--- src/rtl/core/fir25_pkg.sv ---
// ----------------------------------------------------------------------------
// fir25_pkg
// Shared types and constants for the 25-tap FIR filter: sample and
// coefficient widths, accumulator width and the wavefront record that the
// tap cells pass along the chain.
// ----------------------------------------------------------------------------
package fir25_pkg;

  localparam int SAMPLE_W = 16;
  localparam int COEF_W   = 16;
  localparam int SEL_W    = 5;
  localparam int PROD_W   = SAMPLE_W + COEF_W;
  // Wide enough for a sum over up to 64 taps.
  localparam int ACC_W    = PROD_W + 6;
  localparam int FRAC_W   = 15;

  localparam int CFG_IDX_W  = 8;
  localparam int CFG_DATA_W = 16;

  // Configuration register indexes.
  localparam logic [CFG_IDX_W-1:0] REG_COEF_SELECT = CFG_IDX_W'(0);
  localparam logic [CFG_IDX_W-1:0] REG_COEF_VALUE  = CFG_IDX_W'(1);

  // One step of the accumulation wavefront.
  typedef struct packed {
    logic                    tok;
    logic signed [ACC_W-1:0] psum;
  } wave_t;

endpackage

--- src/rtl/core/fir25_cell.sv ---
// ----------------------------------------------------------------------------
// fir25_cell
// One tap of the filter: holds one delayed sample and one coefficient, and
// adds its product to the partial sum as the wavefront passes through.
// ----------------------------------------------------------------------------
module fir25_cell (
  input  logic                                clk,
  input  logic                                rst,
  input  logic                                shift_en,
  input  logic signed [fir25_pkg::SAMPLE_W-1:0] x_in,
  output logic signed [fir25_pkg::SAMPLE_W-1:0] x_out,
  input  logic                                coef_we,
  input  logic signed [fir25_pkg::COEF_W-1:0]   coef_in,
  input  fir25_pkg::wave_t                    wave_in,
  output fir25_pkg::wave_t                    wave_out
);
  import fir25_pkg::*;

  logic signed [SAMPLE_W-1:0] x;
  logic signed [COEF_W-1:0]   coef;
  logic signed [PROD_W-1:0]   prod;

  assign prod  = coef * x;
  assign x_out = x;

  always_ff @(posedge clk) begin
    if (rst) begin
      x            <= '0;
      coef         <= '0;
      wave_out.tok <= 1'b0;
    end else begin
      if (shift_en) begin
        x <= x_in;
      end
      if (coef_we) begin
        coef <= coef_in;
      end
      wave_out.tok <= wave_in.tok;
      if (wave_in.tok) begin
        wave_out.psum <= wave_in.psum + ACC_W'(prod);
      end
    end
  end

endmodule

--- config.mk ---
export PLATFORM = sky130hd
export DESIGN_NAME = fir25_cell
export DESIGN_NICKNAME = d
export VERILOG_FILES = /design/src/rtl/core/fir25_pkg.sv /design/src/rtl/core/fir25_cell.sv
export SDC_FILE = /design/constraint.sdc
export NUM_CORES = 1
export LEC_CHECK = 0
export BUFFER_PORTS_ARGS = -buffer_cell sky130_fd_sc_hd__buf_2
export CAP_MARGIN = 20
export CORE_MARGIN = 2
export CORE_UTILIZATION = 30
export CTS_CLUSTER_DIAMETER = 80
export CTS_CLUSTER_SIZE = 25
export DETAILED_ROUTE_END_ITERATION = 8
export REMOVE_ABC_BUFFERS = 1
export SYNTH_ARGS = -nofsm -noshare
export SYNTH_HDL_FRONTEND = slang
export SYNTH_SLANG_ARGS = --single-unit
--- constraint.sdc ---
create_clock -name clk -period 7.7 [get_ports clk]
set_input_delay 1.155 -clock clk [delete_from_list [all_inputs] [get_ports clk]]
set_output_delay 1.155 -clock clk [all_outputs]
set_load 0.02 [all_outputs]
* Word-level counts from Yosys, hierarchy flattened *
Cells that the tools add are included.

storage, ports and cells
  register bits = 71
  memories = 0
  bits in writable memories = 0
  bits of input ports = 75
  latch bits = 0
  bits in read-only memories = 0
  output and inout port bits = 55

operators by class
  divide/modulo/power cells = 0
  bitwise gates (word level) = 1
  multipliers = 1
  mux-type cells = 0
  add/subtract/negate cells = 1
  reduce and logical (&&, ||, !) cells = 1
  equal/unequal tests = 0
  order comparisons = 0
  shifts and indexed selects = 0

operators by type and width
  kind               number
  $add A38 B32 Y38   1
  $mul A16 B16 Y32   1
  $reduce_and A2 Y1  1
  $not A1 Y1         1

* Logic depth before layout (Yosys ltp) *
  depth after elaboration = 2
  depth in mapped cells = 25
  gate-level depth less buffers = 24

* Worst setup path before layout *
Ideal clock, no wire load.

  path type = register to register
  start = register x[4] (netlist: x_out[4])
  end = register wave_out[37] (netlist name) (data pin)
  path buffers = 1
  data arrival time = 5988 ps
  stages on the path, launching flop included = 24
  slack = 1450 ps
  library setup time = 262 ps
  clock period less this slack = 6250 ps
  required time = 7438 ps
  cell sequence = dfxtp_1 clkbuf_1 nand2_1 inv_1 fa_1 fa_1 inv_1 fa_1 inv_1 fa_1 fa_1 inv_1 fa_1 inv_1 ha_1 a211oi_1 o21ai_0 nand3_1 a21oi_1 a211o_1 a31oi_4 o311ai_1 a21oi_1 xor2_1

between the ends
  word-level cells in the longest chain between the ends = 2

RTL lines
  item                    RTL line          text
  start, declared         fir25_cell.sv:19  logic signed [SAMPLE_W-1:0] x;
  start signal, assigned  fir25_cell.sv:33  x <= x_in;
  $mul A16 B16 Y32        fir25_cell.sv:23  assign prod = coef * x;
  $add A38 B32 Y38        fir25_cell.sv:40  wave_out.psum <= wave_in.psum + ACC_W'(prod);
  end, declared           fir25_cell.sv:15  output fir25_pkg::wave_t wave_out

Every way passes these cells.
A chain may end at the register's enable or synchronous reset.

* Final worst setup path *
  start = register coef[15]
  end = register wave_out[37] (netlist name) (data pin)

between the ends
  word-level cells in the longest chain between the ends = 2

RTL lines
  item                    RTL line          text
  start, declared         fir25_cell.sv:20  logic signed [COEF_W-1:0] coef;
  start signal, assigned  fir25_cell.sv:36  coef <= coef_in;
  $mul A16 B16 Y32        fir25_cell.sv:23
  $add A38 B32 Y38        fir25_cell.sv:40

Every way passes these cells.

==> key figures <==
Run status
  – Status: completed

Logic synthesis
  – Post-synth EDFFs: 38
  – Simple-Gate Fraction of Synth Area: 12.26%
  – Seq/Total Area, Yosys: 12.79%
  – Number of synthesized register bits: 71
  – Fraction of registers with async set/reset: 0%
  – Post-synth cell types: 47
  – Post-Synthesis Cell Area: 14080 um2
  – Largest family of logic cells by synthesized area: adder cells
  – Syn_area_per_cell: 9.995 um2
  – Mux cell area share after synthesis: 2.275%
  – Post-synthesis xor/xnor area fraction: 2.426%
  – Post-synthesis adder-cell area fraction: 55.64%
  – Compound-gate portion of the synthesized area: 4.052%
  – YS warnings: 0
  – Synth Flop Type: edfxtp_1
  – Cells after synthesis: 1409

Finish
  – Fill cells: 4807
  – Area grow syn2layout: 11.77%
  – Multi-input logic area: 10800 um2
  – Layout Utilization: 33.88%
  – Share of cells above drive strength 1: 10.91%
  – FF/Latch Area: 1802 um2
  – Diode count: 0
  – Nets: 2025

Critical path
  – CP top delay family: adder cells
  – Slowest cell delay on critical path: 740 ps
  – R2R depth: 22
  – Critical path's most frequent cell: fa_1
  – Worst path cell trace: nand2_1, inv_1, fa_1, fa_1, inv_1, fa_1, inv_1, fa_1, fa_1, inv_1, fa_1, inv_1, ha_1, a211oi_1, o21ai_0, nand3_1, a21oi_1, a211o_1, a31oi_4, o311ai_1, a21oi_1, xor2_1
  – Critical Path End Type: flop
  – Worst Setup SP: coef[15]
  – Buffers & Inverters on Critical Path: 5
  – Critical path class: flop to flop
  – End of the critical path: wave_out[37]
  – Slowest CP cell: dfxtp_1
  – Reg2reg setup slack: 910 ps
  – Critical Path RT: 7820 ps
  – WP data arrival: 6910 ps
  – Crit-path max FO: 17
  – FF-to-FF Start: coef[15]
  – Worst path depth: 22
  – CP startpoint kind: flop
  – Worst R2R End: wave_out[37]

Clock tree
  – Num CTS Buffers: 9
  – # clock sinks: 71
  – CTS resizes: 0
  – CTS tree: done
  – Clk root buf: clkbuf_16
  – Htree depth: 3
  – Hold_buf cts: 0
  – Worst-Skew Late Latency: 370 ps
  – Max Buffers Root-to-Sink: 2
  – Clock slew at reported path FFs: 70 ps
  – Total setup buffers inserted after CTS: 0

Timing
  – Final min period: 6792 ps
  – Slew HR: 37.21%
  – Final setup vio count: 0
  – Unrepaired setup endpoints after global routing: false
  – Final hold slack: 500.6 ps
  – Actual slew at the worst max-slew pin: 940.6 ps
  – Max frequency: 0.1472 GHz
  – Final Slew Violations: 0
  – Layout Skew: 7.881 ps
  – Final worst-path cycle share: 88.21%
  – Hold violation count in the final report: 0
  – Final setup TNS: 0 ps

Routing
  – Average vias per placed instance: 4.551
  – Detail Route Antenna Nets: 0
  – DR WL/cell: 16.08 um
  – DRC Markers: 0
  – Vias: 9689
  – Initial DRC Count: 418
  – Pre-antenna DRT Iters: 5
  – Drt total wl: 34.23 mm

Global routing
  – GR peak layer: met2
  – First-pass GRT wire length: 55.06 mm
  – Met2 usage: 27.24%
  – Vias in the first global route: 10510
  – Initial antenna violation count: 0
  – Largest net degree at the start of global routing: 39
  – Met1 Usage GRT: 17.75%
  – Total GRT Usage: 14.86%
  – Grt ovf: 0
  – GR Util met3: 2.337%

Floorplan
  – Die height: 220.7 um
  – Ports: 130
  – Placeable core area: 46460 um2
  – FP Rows: 79
  – Initial Util: 30.31%
  – Chip width: 220.7 um
  – Die Area: 48690 um2

Flow run
  – MaxCap Viol Count: 0

Power and ir drop
  – Power Dens Cells: 177.2 nW/um2
  – Final Power: 2.790 mW
  – Max IR drop VDD: 146.7 uV
  – Leakage: 7.859 nW

Placement
  – Post-DP HPWL: 28.82 mm
  – Port bufs: 129
  – GP Congestion: 0.8255

Worst hold path
  – Worst Hold Class: flop to flop
==> tightest hold or removal path, stage by stage (launching register included) <==
cell	delay [ps]
dfxtp_1	330
mux2i_1	70
nor2_1	70
==> power breakdown <==
part / total (mW) / internal [mW] / switching [mW]
Combinational: 1.69 / 0.709 / 0.983
Clock: 0.466 / 0.272 / 0.194
Sequential: 0.632 / 0.550 / 0.0817
Total: 2.79 / 1.53 / 1.26
==> state kept, by name, indices dropped and copies added, names as in the netlist <==
signal / cells
wave_out: 39
coef: 16
x_out: 16
==> worst min-delay path by stage <==
| stage | endpoint | cells past startpoint | slack [ps] | start |
|---|---|---|---|---|
| finish | coef[11] | 2 | 500 | coef[11] |
| CTS | coef[11] | 2 | 510 | coef[11] |
| global placement | coef[11] | 2 | 490 | coef[11] |
| floorplan | coef[0] | 2 | 600 | coef[0] |
| detailed placement | coef[11] | 2 | 500 | coef[11] |
| global route | coef[11] | 2 | 560 | coef[11] |
==> through the flow <==
stage               std cells  setup slack (ps)  instance area, um2
CTS                      2128             896.0               15720
global placement         2112              1109               15400
global route             2129             508.4               15740
finish                   2129             907.5               15740
detailed placement       2112             976.7               15400
floorplan                1367              1557               13920
==> kinds of logic after synthesis <==
group                    after synthesis
adder cells (fa/ha/maj)              433
buffers and inverters                396
AND/OR/NAND/NOR                      360
AO/OA/AOI/OAI                         78
flip-flops                            71
XOR/XNOR                              39
multiplexers                          32
==> cell type report <==
cell class | count | area share (%)
Clock buffer | 10 | 1.590
Clock inverter | 6 | 0.4134
Inverter | 354 | 8.442
Multi-Input combinational cell | 942 | 68.62
Sequential cell | 71 | 11.45
Tap cell | 607 | 4.825
Timing Repair Buffer | 139 | 4.658
==> routing by layer <==
| layer | vias up | share of wire (%) |
|---|---|---|
| met4 | 0 | 2.4 |
| met5 | - | 0 |
| met3 | 39 | 3.8 |
| li1 | 4384 | - |
| met2 | 197 | 54 |
| met1 | 5069 | 40 |
==> synth_stat cells, types with 7 or more instances <==
master    number  area, um2
inv_1        354       1329
fa_1         322       6446
nand2_1      149      559.3
ha_1         111       1389
and2_1       109      681.9
nor2_1        62      232.7
clkbuf_1      42      157.7
edfxtp_1      38       1141
dfxtp_1       33      660.6
mux2i_1       32      320.3
xnor2_1       26      227.7
a21oi_1       24      120.1
xor2_1        13      113.9
o21ai_0       11      55.05
nand2b_1       7      43.79
nor3_1         7      35.03
o21bai_1       7      52.55
==> cells in the final DEF (no fill, tap or decap), types with 32 or more instances in the layout <==
cell type / synthesis / routed
ha_1: 111 / 111
mux2i_1: 32 / 32
buf_2: 0 / 129
nor2_1: 62 / 62
edfxtp_1: 38 / 38
nand2_1: 149 / 149
dfxtp_1: 33 / 33
and2_1: 109 / 109
fa_1: 322 / 322
inv_1: 354 / 354
Note: power is estimated with default switching activity, not from simulation.
