===== config.mk =====
export PLATFORM = sky130hd
export DESIGN_NAME = fir25_out
export DESIGN_NICKNAME = d
export VERILOG_FILES = /design/src/rtl/core/fir25_pkg.sv /design/src/rtl/core/fir25_out.sv
export SDC_FILE = /design/constraint.sdc
export NUM_CORES = 1
export LEC_CHECK = 0
export BUFFER_PORTS_ARGS = -buffer_cell sky130_fd_sc_hd__buf_2
export CORE_MARGIN = 3
export CORE_UTILIZATION = 56
export CTS_CLUSTER_SIZE = 10
export DETAILED_ROUTE_END_ITERATION = 10
export PLACE_DENSITY = 0.85
export SYNTH_ARGS = -nofsm -noshare
export SYNTH_HDL_FRONTEND = slang
export SYNTH_SLANG_ARGS = --single-unit
export TNS_END_PERCENT = 100

===== constraint.sdc =====
create_clock -name clk -period 6.5 [get_ports clk]
set_input_delay 0.325 -clock clk [delete_from_list [all_inputs] [get_ports clk]]
set_output_delay 0.325 -clock clk [all_outputs]
set_load 0.01 [all_outputs]

===== src/rtl/core/fir25_pkg.sv =====
// ----------------------------------------------------------------------------
// fir25_pkg
// Shared types and constants for the 25-tap FIR filter: sample and
// coefficient widths, accumulator width and the wavefront record that the
// tap cells pass along the chain.
// ----------------------------------------------------------------------------
package fir25_pkg;

  localparam int SAMPLE_W = 16;
  localparam int COEF_W   = 16;
  localparam int SEL_W    = 5;
  localparam int PROD_W   = SAMPLE_W + COEF_W;
  // Wide enough for a sum over up to 64 taps.
  localparam int ACC_W    = PROD_W + 6;
  localparam int FRAC_W   = 15;

  localparam int CFG_IDX_W  = 8;
  localparam int CFG_DATA_W = 16;

  // Configuration register indexes.
  localparam logic [CFG_IDX_W-1:0] REG_COEF_SELECT = CFG_IDX_W'(0);
  localparam logic [CFG_IDX_W-1:0] REG_COEF_VALUE  = CFG_IDX_W'(1);

  // One step of the accumulation wavefront.
  typedef struct packed {
    logic                    tok;
    logic signed [ACC_W-1:0] psum;
  } wave_t;

endpackage


===== src/rtl/core/fir25_out.sv =====
// ----------------------------------------------------------------------------
// fir25_out
// Rounds and saturates the finished sum and presents it on the result
// channel, with a holding register for a result that finishes while the
// previous one is still stalled.
// ----------------------------------------------------------------------------
module fir25_out (
  input  logic                                  clk,
  input  logic                                  rst,
  input  fir25_pkg::wave_t                      wave_in,
  output logic                                  pending,
  output logic                                  result_valid,
  input  logic                                  result_stall,
  output logic signed [fir25_pkg::SAMPLE_W-1:0] filtered,
  output logic                                  clipped
);
  import fir25_pkg::*;

  localparam int Q_W = ACC_W - FRAC_W;

  logic signed [ACC_W-1:0]    biased;
  logic signed [Q_W-1:0]      q;
  logic                       over;
  logic signed [SAMPLE_W-1:0] rnd_val;
  logic                       rnd_clip;
  logic signed [SAMPLE_W-1:0] hold_val;
  logic                       hold_clip;
  logic                       hold_tok_valid;
  logic                       free;

  // Round half up, then floor by the arithmetic shift.
  assign biased = wave_in.psum + ACC_W'(1 << (FRAC_W - 1));
  assign q      = Q_W'(biased >>> FRAC_W);

  // The value fits when every bit above the 16-bit result matches its sign.
  assign over = (q[Q_W-1:SAMPLE_W-1] != {(Q_W - SAMPLE_W + 1){1'b0}}) &&
                (q[Q_W-1:SAMPLE_W-1] != {(Q_W - SAMPLE_W + 1){1'b1}});

  always_comb begin
    rnd_clip = over;
    if (!over) begin
      rnd_val = q[SAMPLE_W-1:0];
    end else if (q[Q_W-1]) begin
      rnd_val = {1'b1, {(SAMPLE_W - 1){1'b0}}};
    end else begin
      rnd_val = {1'b0, {(SAMPLE_W - 1){1'b1}}};
    end
  end

  assign free    = !result_valid || !result_stall;
  assign pending = hold_tok_valid;

  always_ff @(posedge clk) begin
    if (rst) begin
      result_valid   <= 1'b0;
      hold_tok_valid <= 1'b0;
    end else if (free) begin
      if (hold_tok_valid) begin
        filtered       <= hold_val;
        clipped        <= hold_clip;
        result_valid   <= 1'b1;
        hold_tok_valid <= 1'b0;
      end else if (wave_in.tok) begin
        filtered     <= rnd_val;
        clipped      <= rnd_clip;
        result_valid <= 1'b1;
      end else begin
        result_valid <= 1'b0;
      end
    end else if (wave_in.tok) begin
      hold_val       <= rnd_val;
      hold_clip      <= rnd_clip;
      hold_tok_valid <= 1'b1;
    end
  end

endmodule


Yosys cells after proc, flatten, opt, wreduce, memory -nomap -nowiden
Index checks and enable logic that the tools add are counted.
{ "classes": {"addsub": 1, "n_mul": 0, "n_div": 0, "order_cmp": 0, "n_eq_ne": 1, "shifts": 0, "muxes": 8, "bitwise_logic": 2, "n_reduce_logical": 9} }
{ "op_table": {"columns": ["operator", "count"], "rows": [
  ["16-bit two-way mux", 4],
  ["38-bit by 16-bit adder with 38-bit output (second input constant)", 1],
  ["8-bit inequality test (second input constant)", 1],
  ["8-bit nonzero test", 1],
  ["3-bit AND reduction", 2],
  ["1-bit two-way mux", 4],
  ["1-bit logical NOT", 2],
  ["1-bit inverter", 2],
  ["2-bit nonzero test", 1],
  ["2-bit OR reduction", 1],
  ["1-bit logical AND", 1],
  ["1-bit logical OR", 1]
]} }
{ "totals": {"reg_bits": 36, "latch_bits": 0, "ramBits": 0, "mem_bits_ro": 0, "in_bits": 42, "out_inout_bits": 19, "wordCells": 27, "n_memories": 0} }

Logic depth before layout (Yosys ltp)
{ "logic_depth": {"depth_word": 6, "depth_mapped": 9, "ltp_nobuf": 7} }

Worst setup path before layout
OpenSTA, ideal clock, no wires.
{ "synth_path": {"kind": "flip-flop to flip-flop", "start": "register hold_tok_valid (netlist: pending)", "end": "register clipped (enable)", "setup_ns": 0.418, "arrival_time_ns": 2.277, "t_required_ns": 6.082, "path_slack_ns": 3.805, "path_stages_with_launch": 5, "path_buffers": 2, "synth_period_minus_slack_ns": 2.695, "cell_sequence": "dfxtp_1 -> clkbuf_1 -> clkbuf_1 -> nor2_1 -> a211oi_1"} }
{ "synth_between": {"elab_chain_len": 2} }
{ "synth_rtl": {"columns": ["element", "line", "text"], "rows": [
  ["start: declaration", "fir25_out.sv:28", "logic hold_tok_valid;"],
  ["start signal: assignment", "fir25_out.sv:56", "hold_tok_valid <= 1'b0;"],
  ["start signal: assignment", "fir25_out.sv:62", "hold_tok_valid <= 1'b0;"],
  ["start signal: assignment", "fir25_out.sv:73", "hold_tok_valid <= 1'b1;"],
  ["2-bit nonzero test (no line)", null, null],
  ["3-bit AND reduction (no line)", null, null],
  ["end signal: assignment", "fir25_out.sv:60", "clipped <= hold_clip;"],
  ["end signal: assignment", "fir25_out.sv:65", "clipped <= rnd_clip;"],
  ["end: declaration", "fir25_out.sv:15", "output logic clipped"]
]} }
Every way passes these cells.
A chain may end at the register's enable or synchronous reset.

Worst setup path in the final report
{ "layout_path": {"start": "input port wave_in[23] (netlist name)", "end": "register clipped (data pin)"} }
{ "layout_between": {"elab_chain_len": 5, "elab_cells_between_ends": 6, "cone_classes": "add/sub (1); eq/ne (1); mux (2); reduce/logical (2)"} }
{ "layout_rtl": {"columns": ["element", "line", "text"], "rows": [
  ["start: declaration", "fir25_out.sv:10", "input fir25_pkg::wave_t wave_in,"],
  ["38-bit by 16-bit adder with 38-bit output (*)", "fir25_out.sv:32", "assign biased = wave_in.psum + ACC_W'(1 << (FRAC_W - 1));"],
  ["8-bit inequality test or 8-bit nonzero test (tied branches)", "fir25_out.sv:37, fir25_out.sv:36", null],
  ["1-bit logical AND (*)", "fir25_out.sv:36", "assign over = (q[Q_W-1:SAMPLE_W-1] != {(Q_W - SAMPLE_W + 1){1'b0}}) &&"],
  ["1-bit two-way mux (*)", "fir25_out.sv:63", "end else if (wave_in.tok) begin"],
  ["1-bit two-way mux (*)", "fir25_out.sv:58", "if (hold_tok_valid) begin"]
]} }
Mark *: on every way between the ends. The rest lies on a longest branch, timed or not. The select of a mux whose other input is x is not followed.

==> reports/metrics.cfg <==
[final_layout]
finish.instance_area_mm2=0.00256
instances_no_fill=307
final_util=0.685
final_cell_mix=46 x buf_2, 34 x edfxtp_1, 24 x nand2_1
fin_nets=301
nFillCells=305
areaGrowthSynthToFinish_pct=15.2
drive_gt1_frac=0.286
antenna_cells=0
layout_commonest_cell=buf_2

[sta]
hold_viol_final=0
hold-worst-slack_ns=0.258
relSlewSlack=0.263
finClkSkew_ns=0.00134
final-setup-viol-count=0
period_share=0.434
grt_setup_unrepaired=false
worst_pin_slew_ns=1.10
period_needed_ns=2.82
fin_ws_ns=3.68
final_max_slew_viol_count=0
tns_ns=0
fmax_mhz=354

[place]
dp_hpwl_um=3320
pre_cts_slack_ns=3.37
port_buffers=46
gp_congestion=0.818
dpl_cell_area_mm2=0.00248
dp.cells=299

[cts]
ctsResizeCount=0
cts.sinks=36
cts_buffers=5
cts_root_buf=clkbuf_8
cts_hold_buf=0
post_cts_buffers=0
cts_buffer_depth=2
clk_pin_slew_ns=0.07
htreeDepth=2
cts_tree=built
clock_latency_ns=0.29

[power]
power_mw=0.487
p_per_area_mw_per_mm2=190
leakagePower_nw=0.842
peakVddDrop_uv=87.2

[floorplanning]
start_util=0.595
io_pins=61
die_w_um=69.0
num_rows=22
die_h_um=69.0
core_area_mm2=0.00374
dieArea_mm2=0.00477

[global_route]
antenna_found_initial=0
grt_pass1_wl_um=7820
grt_max_degree=35
grt_pass1_vias=1639
grt_overflow=0
grt_util_all_layers=0.198

[critical_path]
startpoint_type=input pin
cp.required_ns=6.50
crit_slowest_cell=or4_1
path_cells=buf_2 > nand4_2 > or4_1 > or4_4 > a22oi_4 > and3_1 > o31ai_1
cp.arrival_ns=2.82
critical_path_class=in -> reg
max_stage_delay_ns=0.72
end_kind=flop
crit_fanout=17
r2r_slack_ns=4.14

[min_path]
holdCritPathClass=in -> reg

[run_status]
status=finished clean

[yosys]
synth_nets=258
syn_area_per_cell_um2=10.4
yosys_register_bits=36
yosysSeqAreaShare=0.477
synth_area_mm2=0.00223
synth-edff-count=34
syn_inst=215
yosys_most_used_dff=edfxtp_1
synth_cell_type_count=47
async_flop_share=0
yosysWarnings=0

[route]
ant_nets=0
wl_um=4730
wl_per_cell_um=15.4
vias=1910
via_per_inst=6.22
route.detailed.drc=0
drt_iter0_drc=168
drt_first_pass_iters=5

[job]
maxCapViolations=0

[layer usage]
metal / track usage / up-vias / wire (um)
li1: - / 929 / -
met1: 0.280 / 870 / 2150
met2: 0.307 / 101 / 2100
met3: 0.0408 / 10 / 405
met4: 0.0586 / 0 / 68
met5: 0 / - / 0
[layout make-up]
| type | count | area (um^2) | share of cell area |
|---|---|---|---|
| timing repair buffer | 50 | 260 | 0.101 |
| inverter | 3 | 11.3 | 0.00439 |
| clock buffer | 7 | 76.3 | 0.0298 |
| multi-input combinational | 162 | 1090 | 0.425 |
| clock inverter | 1 | 5.00 | 0.00195 |
| tap | 48 | 60.1 | 0.0234 |
| sequential | 36 | 1060 | 0.414 |
[flip-flops by register name, indices dropped and copies added (netlist names)]
register and count:
filtered 16, clipped 1, hold_clip 1, pending 1
hold_val 16, result_valid 1
[cells in the mapped netlist (all sizes together) (3+ instances only)]
cell type / count / share of area
a21oi: 13 / 0.029
and3: 4 / 0.011
and4: 3 / 0.012
buf: 7 / 0.020
clkbuf: 7 / 0.012
edfxtp: 34 / 0.46
inv: 3 / 0.0051
nand2: 24 / 0.040
nand3: 21 / 0.065
nand4: 9 / 0.031
nor2: 8 / 0.013
nor3: 15 / 0.034
nor4: 5 / 0.014
o21ai: 3 / 0.0067
o221ai: 12 / 0.053
or3: 3 / 0.0084
xnor2: 11 / 0.043
xor2: 7 / 0.028
[cell families after synthesis]
family / after synthesis / synth area share
adder cells (fa/ha/maj): 1 / 0.00562
flip-flops: 36 / 0.477
AND/OR/NAND/NOR: 98 / 0.250
XOR/XNOR: 18 / 0.0708
AO/OA/AOI/OAI: 44 / 0.155
buffers and inverters: 17 / 0.0377
multiplexers: 1 / 0.00450
[power by group]
| part | total [mW] | internal, mW | leakage (nW) | switching (mW) |
|---|---|---|---|---|
| Clock | 0.153 | 0.0752 | 0.0422 | 0.0781 |
| Combinational | 0.0686 | 0.0262 | 0.471 | 0.0424 |
| Sequential | 0.265 | 0.263 | 0.329 | 0.00279 |
| Total | 0.487 | 0.364 | 0.842 | 0.123 |
[worst paths after layout]
check	from	end	depth (start not counted)
worst min register to register	hold_val[15]$_DFFE_PP_	filtered[15]$_DFFE_PP_	1
worst max-delay path	wave_in[23]	clipped$_DFFE_PP_	7
worst min-delay path	rst	result_valid$_SDFFE_PP0P_	2
worst max register to register	pending$_SDFFE_PP0P_	filtered[5]$_DFFE_PP_	3
[worst max-delay path: cells and delay by family]
family | cells | cell delay (ns)
buffers and inverters | 1 | 0.14
and+or+nand+nor | 4 | 1.72
AOI/OAI and AO/OA | 2 | 0.61
(Power assumes the default switching activity.)
